**src/rtl/pso_pkg.sv**
```systemverilog
`default_nettype none
package pso_pkg;

  localparam int COORD_BITS = 24;
  localparam int WIDTH_BITS = 16;
  localparam int UNIT_BITS  = 16;
  localparam int VEC_BITS   = COORD_BITS + 1;
  localparam int MAG_BITS   = 31;
  localparam int SQ_BITS    = 64;
  localparam int LEN_BITS   = 32;
  localparam int ROOT_STEPS = SQ_BITS / 2;
  localparam int NUM_BITS   = MAG_BITS + UNIT_BITS;
  localparam int PROD_BITS  = WIDTH_BITS + UNIT_BITS;
  localparam int OFF_BITS   = PROD_BITS - UNIT_BITS + 1;

  localparam logic [UNIT_BITS-1:0] UNIT_MAX = {1'b0, {(UNIT_BITS-1){1'b1}}};

  typedef enum logic [2:0] {
    JOB_SINGLE = 3'b001,
    JOB_FIRST  = 3'b010,
    JOB_INNER  = 3'b100
  } pso_job_e;

  typedef struct packed {
    logic signed [COORD_BITS-1:0] point_x;
    logic signed [COORD_BITS-1:0] point_y;
    logic signed [COORD_BITS-1:0] point_z;
    logic [WIDTH_BITS-1:0]        stroke_width;
    logic                         end_of_line;
  } pso_in_t;

  typedef struct packed {
    logic signed [COORD_BITS-1:0] left_x;
    logic signed [COORD_BITS-1:0] left_y;
    logic signed [COORD_BITS-1:0] right_x;
    logic signed [COORD_BITS-1:0] right_y;
    logic signed [COORD_BITS-1:0] border_z;
    logic                         dropped;
    logic                         line_done;
  } pso_out_t;

  typedef struct packed {
    pso_job_e                     kind;
    logic                         eol;
    logic signed [COORD_BITS-1:0] px;
    logic signed [COORD_BITS-1:0] py;
    logic signed [COORD_BITS-1:0] pz;
    logic [WIDTH_BITS-1:0]        pw;
    logic signed [COORD_BITS-1:0] hx;
    logic signed [COORD_BITS-1:0] hy;
    logic signed [COORD_BITS-1:0] hz;
    logic [WIDTH_BITS-1:0]        hw;
    logic signed [VEC_BITS-1:0]   dx;
    logic signed [VEC_BITS-1:0]   dy;
    logic signed [VEC_BITS-1:0]   dz;
  } pso_job_t;

  function automatic logic signed [COORD_BITS-1:0] sat_coord(
      input logic signed [COORD_BITS:0] v);
    logic signed [COORD_BITS-1:0] r;
    if (v[COORD_BITS] != v[COORD_BITS-1]) begin
      r = v[COORD_BITS] ? {1'b1, {(COORD_BITS-1){1'b0}}} : {1'b0, {(COORD_BITS-1){1'b1}}};
    end else begin
      r = v[COORD_BITS-1:0];
    end
    return r;
  endfunction

endpackage
`default_nettype wire

```
**src/rtl/pso_front.sv**
```systemverilog
`default_nettype none
module pso_front import pso_pkg::*; (
  input  wire logic    clk_i,
  input  wire logic    rst_ni,
  input  wire logic    accept_i,
  input  wire pso_in_t item_i,
  output logic         job_push_o,
  output pso_job_t     job_o
);

  typedef enum logic [2:0] {
    SEEN_NONE  = 3'b001,
    SEEN_FIRST = 3'b010,
    SEEN_INNER = 3'b100
  } seen_e;

  seen_e                        seen_q, seen_d;
  logic signed [COORD_BITS-1:0] hx_q, hy_q, hz_q;
  logic [WIDTH_BITS-1:0]        hw_q;

  always_comb begin
    job_o.kind = JOB_SINGLE;
    job_o.eol  = item_i.end_of_line;
    job_o.px   = item_i.point_x;
    job_o.py   = item_i.point_y;
    job_o.pz   = item_i.point_z;
    job_o.pw   = item_i.stroke_width;
    job_o.hx   = hx_q;
    job_o.hy   = hy_q;
    job_o.hz   = hz_q;
    job_o.hw   = hw_q;
    job_o.dx   = VEC_BITS'(item_i.point_x) - VEC_BITS'(hx_q);
    job_o.dy   = VEC_BITS'(item_i.point_y) - VEC_BITS'(hy_q);
    job_o.dz   = VEC_BITS'(item_i.point_z) - VEC_BITS'(hz_q);
    job_push_o = 1'b0;
    seen_d     = seen_q;
    unique case (seen_q)
      SEEN_NONE: begin
        job_push_o = accept_i && item_i.end_of_line;
        if (accept_i && !item_i.end_of_line) begin
          seen_d = SEEN_FIRST;
        end
      end
      SEEN_FIRST: begin
        job_o.kind = JOB_FIRST;
        job_push_o = accept_i;
        if (accept_i) begin
          seen_d = item_i.end_of_line ? SEEN_NONE : SEEN_INNER;
        end
      end
      SEEN_INNER: begin
        job_o.kind = JOB_INNER;
        job_push_o = accept_i;
        if (accept_i && item_i.end_of_line) begin
          seen_d = SEEN_NONE;
        end
      end
      default: seen_d = SEEN_NONE;
    endcase
  end

  always_ff @(posedge clk_i or negedge rst_ni) begin
    if (!rst_ni) begin
      seen_q <= SEEN_NONE;
    end else begin
      seen_q <= seen_d;
    end
  end

  always_ff @(posedge clk_i) begin
    if (accept_i) begin
      hx_q <= item_i.point_x;
      hy_q <= item_i.point_y;
      hz_q <= item_i.point_z;
      hw_q <= item_i.stroke_width;
    end
  end

endmodule
`default_nettype wire

```
**config.mk**
```make
export PLATFORM = sky130hd
export DESIGN_NAME = pso_front
export DESIGN_NICKNAME = d
export VERILOG_FILES = /design/src/rtl/pso_pkg.sv /design/src/rtl/pso_front.sv
export SDC_FILE = /design/constraint.sdc
export NUM_CORES = 1
export LEC_CHECK = 0
export BUFFER_PORTS_ARGS = -buffer_cell sky130_fd_sc_hd__buf_2
export CORE_ASPECT_RATIO = 0.9
export CORE_MARGIN = 2
export CORE_UTILIZATION = 29
export CTS_CLUSTER_DIAMETER = 50
export DETAILED_ROUTE_END_ITERATION = 8
export PLACE_DENSITY = 0.56
export REMOVE_ABC_BUFFERS = 1
export SKIP_LAST_GASP = 1
export SLEW_MARGIN = 20
export SYNTH_ARGS = -nofsm -noshare
export SYNTH_HDL_FRONTEND = slang
export SYNTH_SLANG_ARGS = --single-unit
```
**constraint.sdc**
```tcl
create_clock -name clk_i -period 3.94 [get_ports clk_i]
set_clock_uncertainty 0.2 [all_clocks]
set_input_delay 0.591 -clock clk_i [delete_from_list [all_inputs] [get_ports clk_i]]
set_output_delay 0.591 -clock clk_i [all_outputs]
set_load 0.1 [all_outputs]
```
; ---- After elaboration in Yosys (flattened, before gate mapping)
; Cells that the tools add are included.
[classes]
n_mux = 7
reduce_logical = 5
n_eq_ne = 6
n_addsub = 3
[ops]
columns = cell, count
row1 = subtractor 24 x 24 -> 25 bit, 3
row2 = 2-to-1 mux 3 bit, 4
row3 = case mux 3 bit (3 select lines), 1
row4 = "!= test 2 bit, second input constant", 3
row5 = case mux 3 bit (2 select lines), 1
row6 = "== test 3 x 1 -> 1 bit, second input constant", 1
row7 = "== test 3 x 2 -> 1 bit, second input constant", 1
row8 = "== test 3 bit, second input constant", 1
row9 = AND reduction 3 bit, 1
row10 = logical AND 1 bit, 2
row11 = case mux 1 bit (2 select lines), 1
row12 = OR reduction 2 bit, 1
row13 = zero test 1 bit, 1
[totals]
out_inout_bits = 256
reg_bits = 91

; ---- Depth between registers and ports, before layout
; Gate-level depths: netlist of run 1.
[logic_depth]
depth_word = 4
ltp_mapped = 11

; ---- Worst setup path after synthesis of run 1
; Ideal clock, no wire load.
[synth_timing]
path_type = register -> output
startpoint = reg hz_q[16]
endpoint = out job_o[23] in the netlist's numbering
stages_incl_launch_ff = 10
required_ns = 3.149
t_arrival_ns = 4.697
setup_slack_ns = -1.548
path_cell_list = edfxtp_1 -> inv_1 -> ha_1 -> clkbuf_1 -> nand3_1 -> or3_1 -> nor3_1 -> a22oi_1 -> and4b_1 -> a211oi_1
[synth_lines]
columns = item, line_no
row1 = "start, declared", pso_front.sv:18  ; logic signed [COORD_BITS-1:0] hx_q, hy_q, hz_q;
row2 = "start signal, assigned", pso_front.sv:74  ; hz_q <= item_i.point_z;
row3 = "end, declared", pso_front.sv:8  ; output pso_job_t job_o

==> results of run 1 <==
[area by class of cell]
cell class | count | share of cell area
clock buffers | 10 | 0.02252
clock inverters | 6 | 0.006398
inverters | 99 | 0.03654
multi-input cells | 484 | 0.3659
flip-flops and latches | 91 | 0.2674
well taps | 342 | 0.04208
repair buffers | 371 | 0.2591
[per-layer routing]
layer / track usage / vias to the layer above / routed length, um
met4: 0.04322 / 0 / 363
met5: 0 / - / 0
met1: 0.1844 / 2967 / 9117
met2: 0.2685 / 278 / 10250
li1: - / 3195 / -
met3: 0.04604 / 26 / 1883
[where the power goes]
group	internal, mW	switching, mW
sequential	1.15	0.0382
combinational	1.09	3.17
clock	0.494	0.418
[flip-flops by register name, summed over array words and instances, names as in the netlist]
name    flops
hz_q       24
seen_q      3
hy_q       24
hx_q       24
hw_q       16
[worst paths after layout]
kind	startpoint	end	slack, ns	depth (start not counted)
setup / recovery	hy_q[1]	job_o[42]	0.07	11
hold / removal	item_i[5]	hw_q[4]	0.23	1
setup reg to reg	seen_q[1]	seen_q[1]	2.70	2
hold reg to reg	seen_q[0]	seen_q[2]	0.37	1
max in group asynchronous	rst_ni	seen_q[0]	2.97	2
min in group asynchronous	rst_ni	seen_q[1]	0.37	2
[kinds of logic after synthesis]
family | count (synthesis) | share of synthesized area
xor+xnor | 57 | 0.06779
flops | 91 | 0.3692
compound gates | 208 | 0.1845
buf+inv | 203 | 0.1490
mux | 1 | 0.001359
simple gates | 143 | 0.09769
fa+ha+maj | 75 | 0.1305
[synth_stat cells (3+ instances only)]
cell type / instances
xnor2_1: 41
nand2b_1: 12
nor3b_1: 3
xor2_1: 16
ha_1: 72
o21a_1: 12
nand3b_1: 4
a211oi_1: 5
a21o_1: 27
or2_2: 3
nor3_1: 7
nor2_1: 41
nand3_1: 9
edfxtp_1: 88
o21bai_1: 10
inv_2: 3
o211ai_1: 5
clkbuf_1: 14
inv_1: 96
nand2_1: 32
o31ai_1: 5
buf_4: 89
nand4_1: 8
o21ai_1: 21
o21ai_0: 18
a21oi_2: 3
fa_1: 3
o31a_1: 4
a311oi_1: 4
nor2b_1: 13
a21oi_1: 67
o22ai_1: 4
and3_1: 3
[cell usage in the layout (no fill, tap or decap), types with 3 or more instances in the layout]
cell type,n
a211oi_1,4
a21o_1,27
a21oi_1,63
a21oi_2,7
and3_1,3
buf_12,39
buf_2,303
buf_4,23
bufbuf_16,4
clkbuf_16,10
clkinvlp_4,3
edfxtp_1,88
ha_1,68
ha_4,3
inv_1,94
inv_2,5
nand2_1,32
nand2b_1,12
nand3_1,9
nand3b_1,4
nand4_1,8
nor2_1,41
nor2b_1,10
nor3_1,7
nor3b_1,3
o211ai_1,5
o21a_1,12
o21ai_0,18
o21ai_1,20
o21bai_1,10
o22ai_1,3
o31a_1,4
o31ai_2,3
or2_2,3
xnor2_1,39
xor2_1,16
[timing repair]
action,CTS,global route
hold buffers,1,0
gates resized for setup,3,34
cloned,0,0
endpoints found under the hold margin,3,0
setup endpoints to repair,5,22
buffers inserted,1,6
pin swaps,2,11
[through the flow]
step	area (um2)	hold WS (ns)
floorplan	6639	0.09541
detailed placement	9584	0.1880
global route	10170	0.2154
finish	10170	0.2331
CTS	9921	0.2126
global placement	9584	0.1892
==> run summary, run 1 <==
CP endpoint kind: output pin
TNS Setup: 0 ns
Height of the die: 155.2 um
Hold Crit Class: input port to flop
Number of global-route vias before repair: 6,133
Post-synthesis register bit count: 91
Via Count: 6,466
Average vias per placed instance: 4.609
Largest net degree at the start of global routing: 64
Family with the most delay on the worst path: compound AO/OA/AOI/OAI gates
Mapped Cells: 778
H-Tree Depth: 3
Endpoints failing setup: 0
Worst setup margin: 0.07181 ns
IO buf count: 347
Area of the multi-input gates: 3721 um2
Share of flip-flops with an asynchronous set or reset: 0.03297
Num CTS Buffers: 9
Worst path cell trace: inv_2, ha_4, nor2b_4, o31a_1, o311a_4, o41ai_4, a21oi_2, a41o_1, a21oi_2, xnor2_1, bufbuf_16
CTS max path bufs: 2
Fin crit share: 0.9818
Worst EP arrival: 3.08 ns
DRC viols: 0
Max_cap viols: 0
Slowest CP cell: edfxtp_1
Register area: 2719 um2
Die area: 26,690 um2
First-pass GRT wire length: 31,980 um
Non-filler instance count after layout: 1,403
Clk sink count: 91
Final hold violations: 0
Initial Util: 0.2940
Synth area leader: edfxtp_1
Fin. max-slew vios: 0
Sequential area share after synthesis: 0.3692
CP max FO: 4
Area growth from synthesis to layout: 38.07%
DRT Pass-1 Iters: 5
Worst path max stage delay: 0.40 ns
Iter 0 DRT Violations: 320
Worst Tran Pin Value: 0.5344 ns
Total power draw: 6.355 mW
Die Width: 172.0 um
Mapped cell area: 7365 um2
Yosys top cell area share: 0.3588
Worst EP required: 3.15 ns
EDFF count, synth: 88
Diodes inserted: 0
I/O pins: 348
CP Class: flop to output pin
Site Rows: 55
RSZ-0062 raised after global routing: yes
HPWL after detailed placement: 17,390 um
Crit path buf inv count: 2
DR WL/cell: 15.40 um
Power per cell area: 625.0 nW/um2
Max rail drop VDD: 0.4471 mV
TritonCTS clock tree: yes
Worst skew pair latency: 0.34 ns
Clock slew at reported path FFs: 0.07 ns
Primary FF master, synth: edfxtp_1
Layout cells sized above 1: 0.4034
Final WL: 21,610 um
Final Core Density: 0.4059
Antenna Nets Post-Route: 0
Final net count: 1,223
Global route overflow: 0
Cells after DPL: 1,379
Status: complete, no violations
Top post-synthesis cells by area: edfxtp_1 (36%), ha_1 (12%), buf_4 (9.1%)
Static leakage: 4.930 nW
Slew HR: 0.6462
Setup WS pre-CTS: -0.02795 ns
Initial antenna violation count: 0
Max frequency: 258.5 MHz
Critical Path Source Type: flop
Core ar.: 25,050 um2
Tot GR Track Use: 0.1544
Fin crit period: 3.868 ns
Mean Syn Cell Area: 9.466 um2
Fill cells: 2,556
Count of different cell masters after synthesis: 63
Most frequent CP cell: a21oi_2
RD Place Congestion: 0.8797
Clock root buffer: clkbuf_16
Yosys warns: 0
Note: power is estimated with default switching activity, not from simulation.
==> inputs of run 2 (changes only) <==
Settings changed: CORE_AREA set to 2 2 135 137, CORE_ASPECT_RATIO 0.9 to unset, CORE_MARGIN 2 to unset, CORE_UTILIZATION 29 to unset, DIE_AREA set to 0 0 137 139, PLACE_DENSITY 0.56 to 0.84.
==> run 2 against run 1 <==
Net effect:
- sequential share of layout area rose by 0.55 points
- power hardly changed
- via count increased by 3.2%
- flip-flop and latch count unchanged
- first-iteration DRC count is 13% higher
- register-to-register slack about the same
- the run now ends with setup timing left
- non-clock buffer count fell by 4
- utilization rose by 16 points
- hold slack lost 0.0095 ns
- die area shrank 29%
- routed wire length rose by 0.34%
- highest routed layer unchanged
- clock power is 3.1% higher
==> run summary, run 2 (same netlist as run 1, synthesis figures left out) <==
Final WL: 21,690 um (was 21,610 um)
Initial antenna violation count: 0 (unchanged)
Layout cells sized above 1: 0.4040 (was 0.4034)
Failing checks: setup timing
Slew HR: 0.5382 (was 0.6462)
Worst EP arrival: 3.17 ns (was 3.08 ns)
Final net count: 1,219 (was 1,223)
Fin crit share: 1.004 (was 0.9818)
Height of the die: 139 um (was 155.2 um)
Area growth from synthesis to layout: 35.30% (was 38.07%)
Global route overflow: 0 (unchanged)
First-pass GRT wire length: 32,440 um (was 31,980 um)
Via Count: 6,672 (was 6,466)
IO buf count: 347 (unchanged)
Worst setup margin: -0.01655 ns (was 0.07181 ns)
GR Util met1: 0.2477 (was 0.1844)
DR WL/cell: 16.86 um (was 15.40 um)
Hold wc startpoint: item_i[11] (was item_i[5])
Int Power: 2.697 mW (was 2.727 mW)
Clock slew at reported path FFs: 0.08 ns (was 0.07 ns)
Site Rows: 49 (was 55)
Worst skew pair latency: 0.36 ns (was 0.34 ns)
Met3 usage: 0.05336 (was 0.04604)
Reg-to-Reg Start: seen_q[1] (unchanged)
Diodes inserted: 0 (unchanged)
Average vias per placed instance: 5.188 (was 4.609)
Worst EP required: 3.15 ns (about the same)
Endpoints failing setup: 1 (was 0)
Total power draw: 6.356 mW (was 6.355 mW)
Critical Path Source Type: flop (unchanged)
Max frequency: 252.7 MHz (was 258.5 MHz)
Max_cap viols: 0 (unchanged)
Power per cell area: 637.8 nW/um2 (was 625.0 nW/um2)
Worst Tran Pin Value: 0.6927 ns (was 0.5344 ns)
Die area: 19,040 um2 (was 26,690 um2)
Worst R2R Path Depth: 2 (unchanged)
RD Place Congestion: 0.9474 (was 0.8797)
Antenna Nets Post-Route: 0 (unchanged)
Max rail drop VDD: 0.4358 mV (was 0.4471 mV)
Sw Share: 0.5757 (was 0.5708)
Num CTS Buffers: 9 (unchanged)
Hold Crit Class: input port to flop (unchanged)
Commonest non-fill, non-tap cells in the layout: buf_2 (304), inv_1 (95), edfxtp_1 (88) (was buf_2 (303), inv_1 (94), edfxtp_1 (88))
Fin crit period: 3.957 ns (was 3.868 ns)
CP Class: flop to output pin (unchanged)
Fin. max-slew vios: 0 (unchanged)
Clk sink count: 91 (unchanged)
Final Core Density: 0.5643 (was 0.4059)
CP endpoint kind: output pin (unchanged)
Clock root buffer: clkbuf_16 (unchanged)
Reg-to-reg endpoint: seen_q[1] (unchanged)
Clk pwr share: 0.148 (was 0.143)
Final hold violations: 0 (unchanged)
I/O pins: 348 (unchanged)
Initial Util: 0.4171 (was 0.2940)
HPWL after detailed placement: 16,810 um (was 17,390 um)
Worst hold path endpoint: hw_q[10] (was hw_q[4])
Largest net degree at the start of global routing: 52 (was 64)
Die Width: 137 um (was 172.0 um)
H-Tree Depth: 3 (unchanged)
Sw power: 3.659 mW (was 3.628 mW)
Number of global-route vias before repair: 6,374 (was 6,133)
Global-route met2 utilization: 0.3833 (was 0.2685)
Most used routing layer: met2 (unchanged)
DRT Pass-1 Iters: 5 (unchanged)
Leading cell type in the layout, fill and taps excluded: buf_2 (unchanged)
Combinational Power Share: 0.665 (was 0.670)
Tot GR Track Use: 0.2173 (was 0.1544)
CP max FO: 4 (unchanged)
Iter 0 DRT Violations: 360 (was 320)
DRC viols: 0 (unchanged)
Hold depth: 1 (unchanged)
Status: complete, but fails checks (was complete, no violations)
Core ar.: 17,660 um2 (was 25,050 um2)
TritonCTS clock tree: yes (unchanged)
Regs by FF count: hx_q: 24 flops, hy_q: 24 flops, hz_q: 24 flops (unchanged)
Static leakage: 4.897 nW (was 4.930 nW)
RSZ-0062 raised after global routing: yes (unchanged)
Seq pwr share: 0.187 (was 0.186)
CTS max path bufs: 2 (unchanged)
R2R setup slack: 2.69 ns (was 2.70 ns)
run 2: layout make-up:
type | count | area [um2]
Clock buffer | 9 | 225.2
Inverter | 99 | 371.6
Clock inverter | 7 | 87.58
Timing Repair Buffer | 367 | 2545
Multi-Input combinational cell | 484 | 3730
Fill cell | 1450 | 7692
Sequential cell | 91 | 2719
Tap cell | 229 | 286.5
run 2: critical path: stages, from the launching register on:
cell	delay (ns)
edfxtp_1	0.40
inv_1	0.07
ha_1	0.26
nor2b_2	0.19
o31ai_2	0.27
a21oi_1	0.10
buf_4	0.16
a311oi_4	0.38
nor2_2	0.09
a31o_1	0.24
a21oi_2	0.15
xnor2_1	0.15
bufbuf_16	0.34
run 2: per-stage QoR:
step	worst slack (ns)	TNS, ns	cell area, um2	hold slack, ns	cells
after floorplan	-1.503	-44.99	6639	0.09541	674
after global placement	-0.02224	-0.02224	9363	0.1934	1259
after detailed placement	-0.1387	-0.1944	9363	0.1907	1259
after CTS	-0.01516	-0.01516	9723	0.2067	1278
after global routing	-0.1056	-0.4319	9965	0.2013	1286
final	-0.01655	-0.01655	9965	0.2237	1286
run 2: power groups by stage:
stage | Sequential (mW) | Combinational, mW | Clock (mW)
floorplan | 1.73 | 2.20 | 0
global placement | 1.21 | 4.10 | 0
finish | 1.19 | 4.23 | 0.940
detailed placement | 1.21 | 4.13 | 0
global route | 1.20 | 4.37 | 1.00
CTS | 1.19 | 4.14 | 0.972
run 2: worst max path at each step:
stage,depth (start not counted),to,startpoint,slack (ns)
after CTS,14,job_o[43],item_i[41],-0.02
after global placement,14,job_o[43],item_i[41],-0.02
final,12,job_o[43],hy_q[2],-0.02
after floorplan,10,job_o[23],hz_q[1],-1.50
after detailed placement,14,job_o[43],item_i[41],-0.14
after global routing,12,job_o[43],hy_q[2],-0.11
run 2: repair_timing:
item,CTS,global route
endpoints found under the hold margin,3,0
setup endpoints to repair,9,27
hold buffers,1,0
setup buffers,2,8
pin swaps,3,11
gates resized for setup,4,33
run 2: per-layer routing:
layer | wire, um | up-vias | share of wire
met1 | 8384 | 3106 | 0.39
met5 | 0 | - | 0
met2 | 10870 | 315 | 0.50
met3 | 1708 | 50 | 0.079
li1 | - | 3201 | -
met4 | 726 | 0 | 0.033
==> inputs of run 3 (changes only) <==
Settings changed: PLACE_DENSITY 0.84 to 0.81.
==> run 3 against run 2 <==
Net effect:
- the run now ends clean
- routed wire length decreased by 4.3%
- count of clock-buffer cells in the layout unchanged
- non-clock buffer count unchanged
- cell count unchanged
- utilization decreased by 0.33 points
- largest cell class unchanged
- largest power group unchanged
==> run summary, run 3 (same netlist as run 1, synthesis figures left out) <==
Status: complete, no violations (was complete, but fails checks)
Hold Crit Class: input port to flop (unchanged)
DRT Pass-1 Iters: 5 (unchanged)
Setup WS pre-CTS: -0.03210 ns (was -0.1387 ns)
Commonest non-fill, non-tap cells in the layout: buf_2 (306), inv_1 (96), edfxtp_1 (88) (was buf_2 (304), inv_1 (95), edfxtp_1 (88))
Largest net degree at the start of global routing: 53 (was 52)
Max rail drop VDD: 0.4366 mV (was 0.4358 mV)
Clock slew at reported path FFs: 0.07 ns (was 0.08 ns)
Worst EP required: 3.15 ns (about the same)
R2R setup slack: 2.67 ns (was 2.69 ns)
Max frequency: 260.5 MHz (was 252.7 MHz)
Final hold slack: 0.2367 ns (was 0.2237 ns)
H-Tree Depth: 3 (unchanged)
Fin crit share: 0.9741 (was 1.004)
Core ar.: 17,660 um2 (unchanged)
Worst setup margin: 0.1019 ns (was -0.01655 ns)
Slew HR: 0.5477 (was 0.5382)
Family with the most delay on the worst path: compound AO/OA/AOI/OAI gates (unchanged)
Worst Tran Pin Value: 0.6785 ns (was 0.6927 ns)
Most frequent CP cell: a21oi_2
Tot GR Track Use: 0.2074 (was 0.2173)
Initial antenna violation count: 0 (unchanged)
Iter 0 DRT Violations: 279 (was 360)
DR WL/cell: 16.14 um (was 16.86 um)
Slowest CP cell: edfxtp_1 (unchanged)
Regs by FF count: hx_q: 24 flops, hy_q: 24 flops, hz_q: 24 flops (unchanged)
Power per cell area: 632.4 nW/um2 (was 637.8 nW/um2)
Layout cells sized above 1: 0.3992 (was 0.4040)
Final hold violations: 0 (unchanged)
Non-filler instance count after layout: 1,286 (unchanged)
TNS Setup: 0 ns (was -0.01655 ns)
Static leakage: 4.883 nW (was 4.897 nW)
HPWL after detailed placement: 16,570 um (was 16,810 um)
Max_cap viols: 0 (unchanged)
First-pass GRT wire length: 31,110 um (was 32,440 um)
CTS max path bufs: 2 (unchanged)
Crit path buf inv count: 2 (was 3)
Die Width: 137 um (unchanged)
Area growth from synthesis to layout: 34.51% (was 35.30%)
Endpoints failing setup: 0 (was 1)
CP Class: flop to output pin (unchanged)
Number of global-route vias before repair: 6,205 (was 6,374)
TritonCTS clock tree: yes (unchanged)
CP endpoint kind: output pin (unchanged)
Die area: 19,040 um2 (unchanged)
CP max FO: 4 (unchanged)
Worst path cell trace: inv_1, ha_4, a21o_1, a21oi_2, a21oi_2, o2111ai_2, a21oi_2, a211o_1, a311oi_2, xnor2_1, bufbuf_16 (was inv_1, ha_1, nor2b_2, o31ai_2, a21oi_1, buf_4, a311oi_4, nor2_2, a31o_1, a21oi_2, xnor2_1, bufbuf_16)
Via Count: 6,586 (was 6,672)
Clk sink count: 91 (unchanged)
Cells after DPL: 1,258 (was 1,259)
Diodes inserted: 0 (unchanged)
Clock root buffer: clkbuf_16 (unchanged)
RSZ-0062 raised after global routing: yes (unchanged)
Fin. max-slew vios: 0 (unchanged)
Global route overflow: 0 (unchanged)
RD Place Congestion: 0.8764 (was 0.9474)
Fin crit period: 3.838 ns (was 3.957 ns)
Initial Util: 0.4171 (unchanged)
Height of the die: 139 um (unchanged)
Worst EP arrival: 3.05 ns (was 3.17 ns)
Critical Path Source Type: flop (unchanged)
Leading cell type in the layout, fill and taps excluded: buf_2 (unchanged)
Average vias per placed instance: 5.121 (was 5.188)
Final WL: 20,750 um (was 21,690 um)
DRC viols: 0 (unchanged)
Antenna Nets Post-Route: 0 (unchanged)
Num CTS Buffers: 9 (unchanged)
Final net count: 1,219 (unchanged)
Worst path max stage delay: 0.39 ns (was 0.40 ns)
Fill cells: 1,504 (was 1,450)
Site Rows: 49 (unchanged)
Worst skew pair latency: 0.34 ns (was 0.36 ns)
IO buf count: 347 (unchanged)
I/O pins: 348 (unchanged)
run 3: layout make-up:
type                    instances  area, um2  area share
repair buffers                367       2535      0.2559
multi-input cells             484       3692      0.3727
inverters                      99      371.6     0.03751
well taps                     229      286.5     0.02893
flip-flops and latches         91       2719      0.2745
clock buffers                   9      225.2     0.02274
clock inverters                 7      76.32    0.007705
run 3: where the power goes:
group          switching, mW  leakage, nW  internal (mW)
clock                  0.392        0.144          0.496
combinational           3.16         3.84           1.03
sequential            0.0370        0.899           1.15
total                   3.59         4.88           2.67
run 3: worst paths after layout:
check | endpoint | depth (start not counted) | from
max in group asynchronous | seen_q[0] | 2 | rst_ni
worst min register to register | seen_q[2] | 1 | seen_q[0]
worst max-delay path | job_o[73] | 11 | hx_q[3]
worst max register to register | seen_q[1] | 2 | seen_q[1]
worst min-delay path | hw_q[10] | 1 | item_i[11]
min in group asynchronous | seen_q[2] | 2 | rst_ni
run 3: stage by stage:
stage / cell area, um2 / power (mW) / util
after detailed placement: 9325 / 5.299 / 0.5281
after global routing: 9906 / 6.483 / 0.5610
after floorplan: 6639 / 3.934 / -
after global placement: 9325 / 5.273 / 0.5281
final: 9906 / 6.264 / 0.5610
after CTS: 9672 / 6.216 / 0.5478
run 3: metal layers:
layer,global-route usage,part of all wire,wire [um],vias to the layer above
li1,-,-,-,3198
met1,0.2342,0.38,7863,3046
met2,0.3634,0.50,10470,300
met3,0.05702,0.087,1811,42
met4,0.08681,0.029,603,0
met5,0,0,0,-
run 3: worst reg2reg max path, delay by kind of cell, from the launching register on:
kind | cells | cell delay, ns
flops | 1 | 0.47
compound gates | 1 | 0.15
simple gates | 1 | 0.37
run 3: repair_timing:
item,4_1_cts,5_1_grt
hold endpoints to repair,3,0
hold buffers,1,0
setup buffers,2,9
pin swaps,2,18
resized for setup,3,28
endpoints found under the setup margin,9,24
